**src/vqdm_pkg.sv**
```systemverilog
// ----------------------------------------------------------------------------
// vqdm_pkg
// Shared types, codes and defaults for the virtqueue descriptor manager.
// ----------------------------------------------------------------------------
package vqdm_pkg;

  localparam int MAX_QUEUE_DEF    = 256;
  localparam int HEADER_BYTES_DEF = 10;
  localparam int QSIZE_W          = 9;
  localparam int RING_CNT_W       = 16;
  localparam logic [QSIZE_W-1:0] QSIZE_RESET = 9'd256;

  typedef enum logic [1:0] {
    OP_INIT     = 2'd0,
    OP_POST     = 2'd1,
    OP_COMPLETE = 2'd2
  } op_t;

  typedef enum logic [1:0] {
    STATUS_OK      = 2'd0,
    STATUS_NO_FREE = 2'd1,
    STATUS_BAD_ID  = 2'd2
  } status_t;

  typedef struct packed {
    logic [1:0]  op;
    logic [63:0] buf_addr;
    logic [15:0] length;
    logic        device_writable;
    logic [7:0]  used_id;
  } in_item_t;

  typedef struct packed {
    status_t      status;
    logic [7:0]   slot_desc;
    logic [7:0]   ring_slot;
    logic [15:0]  ring_count;
    logic [63:0]  found_addr;
    logic [15:0]  payload_len;
    logic         frame_valid;
    logic [8:0]   free_left;
  } out_item_t;

  typedef enum logic [2:0] {
    S_CLEAR,
    S_IDLE,
    S_EXEC,
    S_INIT,
    S_INIT_FIN,
    S_MOD_AVAIL,
    S_MOD_USED
  } state_t;

  typedef struct packed {
    logic capture;      // latch item, issue descriptor memory reads
    logic exec;         // commit post/complete, load result
    logic sweep;        // write one free-list entry of the sweep
    logic sweep_full;   // sweep covers the whole memory (after reset)
    logic init_fin;     // reset counters, load init result
    logic mod_start;    // start a ring slot remainder pass
    logic mod_sel_used; // remainder pass on used index, else avail index
    logic load_avail;   // take remainder as avail slot
    logic load_used;    // take remainder as used slot
  } ctrl_cmd_t;

  typedef struct packed {
    logic item_is_init;
    logic sweep_last;
    logic mod_done;
  } dp_status_t;

endpackage

```
**src/vqdm_ctrl.sv**
```systemverilog
// ----------------------------------------------------------------------------
// vqdm_ctrl
// Sequencer: clearing pass, item execution, init sweep, slot recompute.
// ----------------------------------------------------------------------------
module vqdm_ctrl (
  input  logic                  clk,
  input  logic                  rst,
  input  logic                  item_valid,
  output logic                  item_ready,
  output logic                  result_valid,
  input  logic                  result_ready,
  input  logic                  cfg_we,
  input  vqdm_pkg::dp_status_t  sts,
  output vqdm_pkg::ctrl_cmd_t   cmd
);

  vqdm_pkg::state_t state;
  vqdm_pkg::state_t state_next;
  logic             out_free;

  assign out_free = !result_valid || result_ready;

  always_ff @(posedge clk) begin
    if (rst) begin
      state        <= vqdm_pkg::S_CLEAR;
      result_valid <= 1'b0;
    end else begin
      state <= state_next;
      if (cmd.exec || cmd.init_fin) begin
        result_valid <= 1'b1;
      end else if (result_ready) begin
        result_valid <= 1'b0;
      end
    end
  end

  always_comb begin
    state_next = state;
    cmd        = '0;
    item_ready = 1'b0;
    unique case (state)
      vqdm_pkg::S_CLEAR: begin
        cmd.sweep      = 1'b1;
        cmd.sweep_full = 1'b1;
        if (sts.sweep_last) begin
          state_next = vqdm_pkg::S_IDLE;
        end
      end
      vqdm_pkg::S_IDLE: begin
        if (cfg_we) begin
          // queue size changed: rebuild both ring slots
          cmd.mod_start = 1'b1;
          state_next    = vqdm_pkg::S_MOD_AVAIL;
        end else begin
          item_ready = 1'b1;
          if (item_valid) begin
            cmd.capture = 1'b1;
            state_next  = sts.item_is_init ? vqdm_pkg::S_INIT : vqdm_pkg::S_EXEC;
          end
        end
      end
      vqdm_pkg::S_EXEC: begin
        if (out_free) begin
          cmd.exec   = 1'b1;
          state_next = vqdm_pkg::S_IDLE;
        end
      end
      vqdm_pkg::S_INIT: begin
        cmd.sweep = 1'b1;
        if (sts.sweep_last) begin
          state_next = vqdm_pkg::S_INIT_FIN;
        end
      end
      vqdm_pkg::S_INIT_FIN: begin
        if (out_free) begin
          cmd.init_fin = 1'b1;
          state_next   = vqdm_pkg::S_IDLE;
        end
      end
      vqdm_pkg::S_MOD_AVAIL: begin
        if (cfg_we) begin
          cmd.mod_start = 1'b1;
        end else if (sts.mod_done) begin
          cmd.load_avail   = 1'b1;
          cmd.mod_start    = 1'b1;
          cmd.mod_sel_used = 1'b1;
          state_next       = vqdm_pkg::S_MOD_USED;
        end
      end
      vqdm_pkg::S_MOD_USED: begin
        if (cfg_we) begin
          cmd.mod_start = 1'b1;
          state_next    = vqdm_pkg::S_MOD_AVAIL;
        end else if (sts.mod_done) begin
          cmd.load_used = 1'b1;
          state_next    = vqdm_pkg::S_IDLE;
        end
      end
      default: begin
        state_next = vqdm_pkg::S_CLEAR;
      end
    endcase
  end

  a_accept_leaves_idle: assert property (@(posedge clk) disable iff (rst)
    item_valid && item_ready |=> state == vqdm_pkg::S_EXEC || state == vqdm_pkg::S_INIT)
    else $error("accepted item did not start execution");

endmodule

```
**config.mk**
```make
export PLATFORM = sky130hd
export DESIGN_NAME = vqdm_ctrl
export DESIGN_NICKNAME = d
export VERILOG_FILES = /design/src/vqdm_pkg.sv /design/src/vqdm_ctrl.sv
export SDC_FILE = /design/constraint.sdc
export NUM_CORES = 1
export LEC_CHECK = 0
export ABC_AREA = 1
export BUFFER_PORTS_ARGS = -buffer_cell sky130_fd_sc_hd__buf_2
export CORE_AREA = 4 4 41 43
export CTS_CLUSTER_DIAMETER = 150
export DETAILED_ROUTE_END_ITERATION = 7
export DIE_AREA = 0 0 45 47
export SLEW_MARGIN = 30
export SYNTH_ARGS = -nofsm -noshare
export SYNTH_HDL_FRONTEND = slang
export SYNTH_SLANG_ARGS = --single-unit
export TNS_END_PERCENT = 100
```
**constraint.sdc**
```tcl
create_clock -name clk -period 1.5 [get_ports clk]
set_input_delay 0.45 -clock clk [delete_from_list [all_inputs] [get_ports clk]]
set_output_delay 0.45 -clock clk [all_outputs]
set_load 0.05 [all_outputs]
```
; ---- Word-level counts from Yosys, hierarchy flattened
; Cells that the tools add are included.
[word_totals]
regBits = 4
inputBits = 8
output_inout_bits = 11
word_cells = 56
[classes]
n_eq_ne = 13
muxes = 32
n_reduce_logical = 9
[op_table]
columns = op, count
row1 = $mux W3, 10
row2 = $mux W1, 18
row3 = $pmux W3 S6, 1
row4 = $eq A3 B3 Y1 const B, 3
row5 = $ne A2 B2 Y1 const B, 4
row6 = $reduce_and A7 Y1, 1
row7 = $eq A3 B2 Y1 const B, 2
row8 = $ne A3 B3 Y1 const B, 2
row9 = $reduce_or A2 Y1, 3
row10 = $mux W2, 2
row11 = $eq A3 B1 Y1 const B, 1
row12 = $logic_not A3 Y1, 1
row13 = $logic_or A1 B1 Y1, 2
row14 = $ne A2 B1 Y1 const B, 1
row15 = $pmux W1 S2, 1
row16 = $reduce_bool A2 Y1, 1
row17 = $logic_not A1 Y1, 1

; ---- Depth between registers and ports, before layout
; Gate-level depths: netlist of the first run.
[logic_depth]
word_depth = 6
mapped_depth = 10
depth_no_buf = 9

; ---- Least setup slack after synthesis of the first run
; OpenSTA, ideal clock, no wires.
[synth_path]
path_kind = reg-to-output
startpoint = reg state[0]
endpoint = out cmd[8] (netlist name)
arrival_time_ns = 1.711
t_required_ns = 1.050
slack_ns = -0.661
stages_incl_launch_ff = 6
n_path_buf = 1
path_cell_list = dfxtp_1 > buf_6 > inv_4 > nor2_4 > nand2_4 > nor3_1
[synth_rtl]
columns = element, line
row1 = start: declaration, vqdm_ctrl.sv:17  ; vqdm_pkg::state_t state;
row2 = start signal: assignment, vqdm_ctrl.sv:25  ; state <= vqdm_pkg::S_CLEAR;
row3 = start signal: assignment, vqdm_ctrl.sv:28  ; state <= state_next;
row4 = end: declaration, vqdm_ctrl.sv:14  ; output vqdm_pkg::ctrl_cmd_t cmd

==> results of run 1 <==
worst max-delay path, stage by stage, from the launching register on:
cell     delay (ns)
dfxtp_4        0.37
buf_4          0.15
nor2_4         0.11
nand2_2        0.09
nor2_2         0.10
buf_6          0.16
where the power goes:
part | internal [uW] | total, uW | leakage, uW | switching [uW]
Sequential | 182 | 268 | 0.0000350 | 86.3
Clock | 89.8 | 139 | 0.0000138 | 49.0
Combinational | 727 | 1750 | 0.000411 | 1020
cell usage in the layout, fill, tap and decap left out, types with 3 or more instances in the layout:
| cell | count |
|---|---|
| nand2_2 | 7 |
| nand2_1 | 12 |
| nor2_1 | 14 |
| buf_6 | 9 |
| nor2_4 | 7 |
| inv_1 | 6 |
| inv_4 | 3 |
| buf_2 | 8 |
| nor2_2 | 3 |
| buf_8 | 5 |
| buf_4 | 16 |
| nand3_1 | 8 |
| clkbuf_4 | 3 |
timing repair:
action	CTS	global route
pin swaps	6	3
endpoints found under the setup margin	10	10
gates cloned	0	0
setup buffers	2	2
gates resized for setup	40	4
layout make-up:
| cell class | instances | area (um2) | share of cell area (%) |
|---|---|---|---|
| Clock buffer | 3 | 22.5 | 2.48 |
| Sequential cell | 4 | 90.1 | 9.93 |
| Inverter | 11 | 56.3 | 6.21 |
| Timing Repair Buffer | 38 | 337 | 37.1 |
| Multi-Input combinational cell | 61 | 383 | 42.2 |
| Tap cell | 15 | 18.8 | 2.07 |
sequential cells by signal (all words and copies together), names as in the netlist:
register / flops
result_valid: 1
state: 3
logic make-up after synthesis:
kind of cell           after synthesis
buffers and inverters               15
AND/OR/NAND/NOR                     57
AO/OA/AOI/OAI                        4
flip-flops                           4
path summary, 6_finish.rpt:
path	start	to
setup reg to reg	state[1]$_SDFFE_PP0P_	state[2]$_SDFFE_PP0P_
hold reg to reg	state[2]$_SDFFE_PP0P_	state[2]$_SDFFE_PP0P_
setup / recovery	state[0]$_SDFFE_PP0P_	cmd[4]
hold / removal	rst	state[2]$_SDFFE_PP0P_
through the flow:
stage / cells / hold WS [ns] / utilization (%)
2_1_floorplan: 80 / 0.598 / -
3_3_place_gp: 125 / 0.578 / 55.1
3_5_place_dp: 125 / 0.566 / 55.1
4_1_cts: 130 / 0.462 / 67.2
5_1_grt: 132 / 0.494 / 69.7
6_report: 132 / 0.470 / 69.7
per-layer routing:
metal / up-vias / track usage, %
met4: 0 / 3.51
met2: 13 / 29.1
met1: 257 / 16.6
met3: 2 / 4.98
li1: 320 / -
met5: - / 0
==> out/metrics.sh, run 1 <==
AREA_OF_ALL_PLACED_CELLS_WITHOUT_FILLERS_UM2=907
CTSHOLDBUFFERS=0
CTS_TREE='yes'
FINALNETCOUNT=127
DETAILEDPLACE.WORSTSLACK_NS=-0.124
FF_TO_FF_PATH_DEPTH=11
SYNTH-SEQ-AREA-SHARE_PCT=17.3
SYNTH_MUX_AREA_SHARE_PCT=0
FIN_TNS_SETUP_NS=-1.06
RELSLEWSLACK_PCT=78.1
FINAL_SETUP_SLACK_OF_THE_WORST_PATH_NS=-0.166
POSTSYNTH.TOPFLOPCELL='dfxtp_1'
CRITPATHMAXFANOUT=6
YOSYS.AREA_SHARE.ADDER_PCT=0
NUMBER_OF_INSERTED_DIODES=0
CLKLATENCYLATEPIN_NS=0.24
MAX_VDD_DROP_uV=1260
NATURE_OF_THE_CRITICAL_PATH_ENDPOINT='output port'
POWER.DENSITY_CELL_AREA_nW_PER_UM2=2380
DIE-WIDTH_UM=45
UNREPAIRED_SETUP_ENDPOINTS_AFTER_GLOBAL_ROUTING='true'
DETAILEDROUTE.FIRSTPASSITERATIONCOUNT=2
PLACE.DETAILED.HPWL_MM=1.03
SYNTH_ENABLE_FLOP_CELLS=0
NUM-FILL-CELLS=118
YOSYSWARNINGS=0
SYNTH-COMPOUND-AREA-SHARE_PCT=4.34
SYNTH_SIMPLE_GATE_AREA_SHARE_PCT=59.3
POST_ROUTE_CELLS_DRIVE_ABOVE_1_SHARE_PCT=62.4
POST_ROUTE_CLOCK_SKEW_NS=0.00241
INITIAL_ANTENNA_VIOLATION_COUNT=0
GLOBALROUTEOVERFLOWTOTAL=0
FINAL-SETUP-VIOL-COUNT=10
CLOCK_TREE.ROOT_CELL='clkbuf_4'
FLOORPLAN.ROWS=13
WIRELENGTH_MET1_UM=557
CELL_AREA_AFTER_TECHNOLOGY_MAPPING_UM2=462
SYNTH_COMMON_CELLS='20 x nor2_1, 17 x nand2_1, 10 x nand3_1'
OUTCOME='finished, violations left'
MAX_FREQ_GHz=0.600
AREA_DELTA_SYNTH_FINAL_PCT=96.5
WL_MET3_UM=68
YOSYSUNIQUECELLTYPES=17
MET2ROUTEDLENGTH_UM=682
CP_DATA_REQUIRED_TIME_NS=1.05
GRT_UTIL_ALL_LAYERS_PCT=15.4
PORT-BUFFER-COUNT=18
POST-SYNTH-TOP-AREA-CELL='dfxtp_1'
MAX_CAP_VIOLATIONS=0
WORST_EP_ARRIVAL_TIME_NS=1.22
FIN_CRIT_SH_PCT=111
DIE-HEIGHT_UM=47
DRT_FIRST_ITER_VIOLATIONS=5
WL_PER_CELL_UM=10.0
AVGSYNTHCELLAREA_UM2=5.77
SYN_NETS=88
WORST_HOLD_PATH_TYPE='in2reg'
DETAIL_ROUTE.VIAS_PER_CELL=4.48
CRITICALPATHCATEGORY='reg2out'
HTREE_NUM_LEVELS=1
HIGHEST_LAYER='met4'
SETUP.WORST_PATH.START_CLASS='register'
GRT_FIRST_PASS_WIRELENGTH_MM=2.38
FAILING_CHECKS='setup timing'
SYNTH_TOP_CELLS_BY_AREA='dfxtp_1 17%, nor2_1 16%, nand2_1 14%'
YOSYSTOPAREACELLSHARE_PCT=17.3
PLACED_AREA_UM2=717
DESIGN_POWER_TOTAL_uW=2160
INSTANCE_COUNT_ALONG_THE_MOST_CRITICAL_HOLD_PATH=4
BUFFER_LEVELS_ON_THE_LONGEST_CLOCK_PATH=2
TRITONCTS_NUM_SINKS=4
SYNTH.MOST_COMMON_CELL='nor2_1'
WORST_PIN_SLEW_NS=0.327
ANTENNA_VIOLATING_NETS_POST_ROUTE=0
VIAS=592
FF2FF_SETUP_SLACK_NS=0.07
POSTSYNTHREGISTERBITS=4
PIN_COUNT_OF_THE_BIGGEST_NET_ENTERING_GLOBAL_ROUTING=7
REPORT.FINAL.HOLD_VIOL_COUNT=0
FP.DIEAREA_UM2=2120
WL_FINAL_MM=1.32
ASYNCSETRESETFLOPFRACSYNTH_PCT=0
FINAL_REPLACE_WEIGHTED_CONGESTION=0.715
WORST_SETUP_HOLD_PATH_CLK_SLEW_NS=0.04
CTS-BUFFERS-INSERTED=3
BOUNDARYPINS=19
CORE_REGION_AREA_UM2=1300
SLEW_VIOL_FINAL=0
TIMING.FINAL.CRIT_PERIOD_NS=1.67
DRC=0
POWER.LEAKAGE_uW=0.000460
SYNTH_XOR_AREA_SHARE_PCT=0
FLOORPLAN.INITIALDENSITY_PCT=35.5
VIAS_IN_THE_FIRST_GLOBAL_ROUTE=612
NETLIST_INSTANCES=80
SYNTH_TOP_FAMILY_BY_AREA='simple AND/OR/NAND/NOR gates'
No activity file was read; power rests on OpenSTA's default activity.
==> run 2: changes to the inputs <==
CELL_PAD_IN_SITES_DETAIL_PLACEMENT = 1   (was not set)
CELL_PAD_IN_SITES_GLOBAL_PLACEMENT = 2   (was not set)
CORE_AREA = not set   (was 4 4 41 43)
CORE_MARGIN = 4   (was not set)
CORE_UTILIZATION = 21   (was not set)
DIE_AREA = not set   (was 0 0 45 47)
PLACE_DENSITY_LB_ADDON = 0.1   (was not set)
==> out/metrics.sh, run 2 (synthesized netlist as in run 1, its figures left out) <==
PORT-BUFFER-COUNT=18  # unchanged
CRITICALPATHCATEGORY='reg2out'
WORST_PIN_SLEW_NS=0.328  # +0.00136 ns
CTS_TREE='yes'
CRITICAL_PATH.MOST_COMMON_CELL='buf_6'
CTSHOLDBUFFERS=0  # unchanged
FINAL_SETUP_SLACK_OF_THE_WORST_PATH_NS=-0.162  # +0.00383 ns
POST_ROUTE_CELLS_DRIVE_ABOVE_1_SHARE_PCT=72.8  # +10 points
NUM-FILL-CELLS=263  # +120%
NATURE_OF_THE_CRITICAL_PATH_ENDPOINT='output port'
PATH_CELLS='buf_6 > nor2_4 > nand2_4 > nor3_4 > buf_6'
MAX_CAP_VIOLATIONS=0  # unchanged
SLEW_VIOL_FINAL=0  # unchanged
FINAL-SETUP-VIOL-COUNT=13  # +3
UNREPAIRED_SETUP_ENDPOINTS_AFTER_GLOBAL_ROUTING='true'
WORST_SETUP_HOLD_PATH_CLK_SLEW_NS=0.04  # about the same
REG_TOP3='state: 3 flops, result_valid: 1 flops'
DESIGN_POWER_TOTAL_uW=2670  # +24%
TRITONCTS_NUM_SINKS=4  # unchanged
OUTCOME='finished, violations left'
MAX_VDD_DROP_uV=1130  # -10%
WORST_HOLD_PATH_TYPE='in2reg'
INITIAL_ANTENNA_VIOLATION_COUNT=0  # unchanged
MAX_STAGE_DELAY_NS=0.36  # about the same
WORST_EP_ARRIVAL_TIME_NS=1.21  # about the same
DETAIL_ROUTE.VIAS_PER_CELL=4.28  # -4.6%
BUFFER_LEVELS_ON_THE_LONGEST_CLOCK_PATH=2  # unchanged
MOST-COMMON-LAYOUT-CELLS='16 x buf_6, 14 x buf_4, 11 x nor2_1'
DRT_FIRST_ITER_VIOLATIONS=1  # -4
VIAS_IN_THE_FIRST_GLOBAL_ROUTE=708  # +16%
SETUP.WORST_PATH.START_CLASS='register'
ANTENNA_VIOLATING_NETS_POST_ROUTE=0  # unchanged
WL_PER_CELL_UM=11.7  # +17%
WL_FINAL_MM=1.78  # +35%
FINAL.HOLD.WORST_SLACK_NS=0.486  # +0.0153 ns
GLOBALROUTEOVERFLOWTOTAL=0  # unchanged
FINAL_REPLACE_WEIGHTED_CONGESTION=0.734  # +2.6%
FIN_CRIT_SH_PCT=111  # -0.26 points
VIAS=650  # +9.8%
REGISTER_WITH_THE_MOST_FLIP_FLOPS='state'
DIE-HEIGHT_UM=54.9  # +17%
FLOORPLAN.ROWS=16  # +3
CRITPATHMAXFANOUT=4  # -2
FAILING_CHECKS='setup timing'
POWER.LEAKAGE_uW=0.000522  # +13%
GRT_FIRST_PASS_WIRELENGTH_MM=2.91  # +22%
REPORT.FINAL.HOLD_VIOL_COUNT=0  # unchanged
CORE_REGION_AREA_UM2=2020  # +55%
RELSLEWSLACK_PCT=78.1  # -0.091 points
DRC=0  # unchanged
CTS-BUFFERS-INSERTED=3  # unchanged
GRT_UTIL_ALL_LAYERS_PCT=13.4  # -2.0 points
SLOWEST_STAGE='dfxtp_4'
MOSTFREQUENTLAYOUTCELL='buf_6'
HTREE_NUM_LEVELS=1  # unchanged
LARGEST_REGISTER_FF_COUNT=3  # unchanged
TIMING.FINAL.CRIT_PERIOD_NS=1.66  # -0.00383 ns
CLOCK_TREE.ROOT_CELL='clkbuf_4'
PIN_COUNT_OF_THE_BIGGEST_NET_ENTERING_GLOBAL_ROUTING=6  # -1
NUMBER_OF_INSERTED_DIODES=0  # unchanged
PLACE.DETAILED.HPWL_MM=1.27  # +23%
CP_DATA_REQUIRED_TIME_NS=1.05  # about the same
FINALNETCOUNT=135  # +6.3%
FP.DIEAREA_UM2=3010  # +42%
DIE-WIDTH_UM=54.9  # +22%
POWER.DENSITY_CELL_AREA_nW_PER_UM2=2480  # +4.1%
CLKLATENCYLATEPIN_NS=0.24  # about the same
AREA_DELTA_SYNTH_FINAL_PCT=134
BOUNDARYPINS=19  # unchanged
MAX_FREQ_GHz=0.602  # +0.23%
POST_ROUTE_CLOCK_SKEW_NS=0.000272  # -0.00214 ns
DETAILEDROUTE.FIRSTPASSITERATIONCOUNT=4  # +2
FLOORPLAN.INITIALDENSITY_PCT=22.8  # -13 points
run 2: cell types whose count changed in the layout (fill, tap and decap cells not counted), moves of 2 or more:
cell     before  now
buf_4        16   14
nand2_1      12   10
buf_8         5    7
nand3_2       1    3
buf_6         9   16
a21oi_1       2    0
nand2_2       7    9
nand3_1       8    6
nor2_4        7    9
a21oi_2       0    2
nor2_1       14   11
run 2: worst paths after layout:
check | slack, ns | cells after the start | end | from
hold reg to reg | 0.56 | 2 | state[2]$_SDFFE_PP0P_ | state[2]$_SDFFE_PP0P_
hold / removal | 0.49 | 4 | state[1]$_SDFFE_PP0P_ | rst
setup reg to reg | -0.08 | 12 | state[2]$_SDFFE_PP0P_ | state[1]$_SDFFE_PP0P_
setup / recovery | -0.16 | 5 | cmd[8] | state[1]$_SDFFE_PP0P_
run 2: area by class of cell:
type                            count  area, um2  area share [%]
Sequential cell                     4       92.6            8.58
Tap cell                           27       33.8            3.13
Timing Repair Buffer               46        450            41.8
Multi-Input combinational cell     61        423            39.2
Inverter                           11       56.3            5.22
Clock buffer                        3       22.5            2.09
run 2: per-layer routing:
metal	global-route usage, %	wire [um]
met1	15.5	728
met3	4.56	86
met5	0	0
met2	25.0	963
met4	0	0
run 2: where the power goes:
part,switching [uW],internal (uW)
sequential,102,187
clock,44.4,89.5
combinational,1190,1050
total,1340,1330
run 2: critical path, delay by kind of cell, from the launching register on:
kind | cells | cell delay [ns]
buffers and inverters | 2 | 0.30
and+or+nand+nor | 3 | 0.31
DFF | 1 | 0.36
run 2: through the flow:
step           area [um2]  setup TNS (ns)  utilization [%]  cells  setup WS [ns]
5_1_grt              1080           -2.18             53.3    152         -0.225
3_3_place_gp          744          -0.500             36.8    137        -0.0992
2_1_floorplan         533         -0.0751                -     80        -0.0535
6_report             1080           -1.30             53.3    152         -0.162
3_5_place_dp          744          -0.599             36.8    137         -0.115
4_1_cts               998           -1.27             49.4    151         -0.185
run 2: what timing repair did:
item / CTS / global route
pin swaps: 13 / 17
setup endpoints to repair: 13 / 13
hold endpoints to repair: 0 / 0
gates resized for setup: 47 / 21
setup buffers: 11 / 4
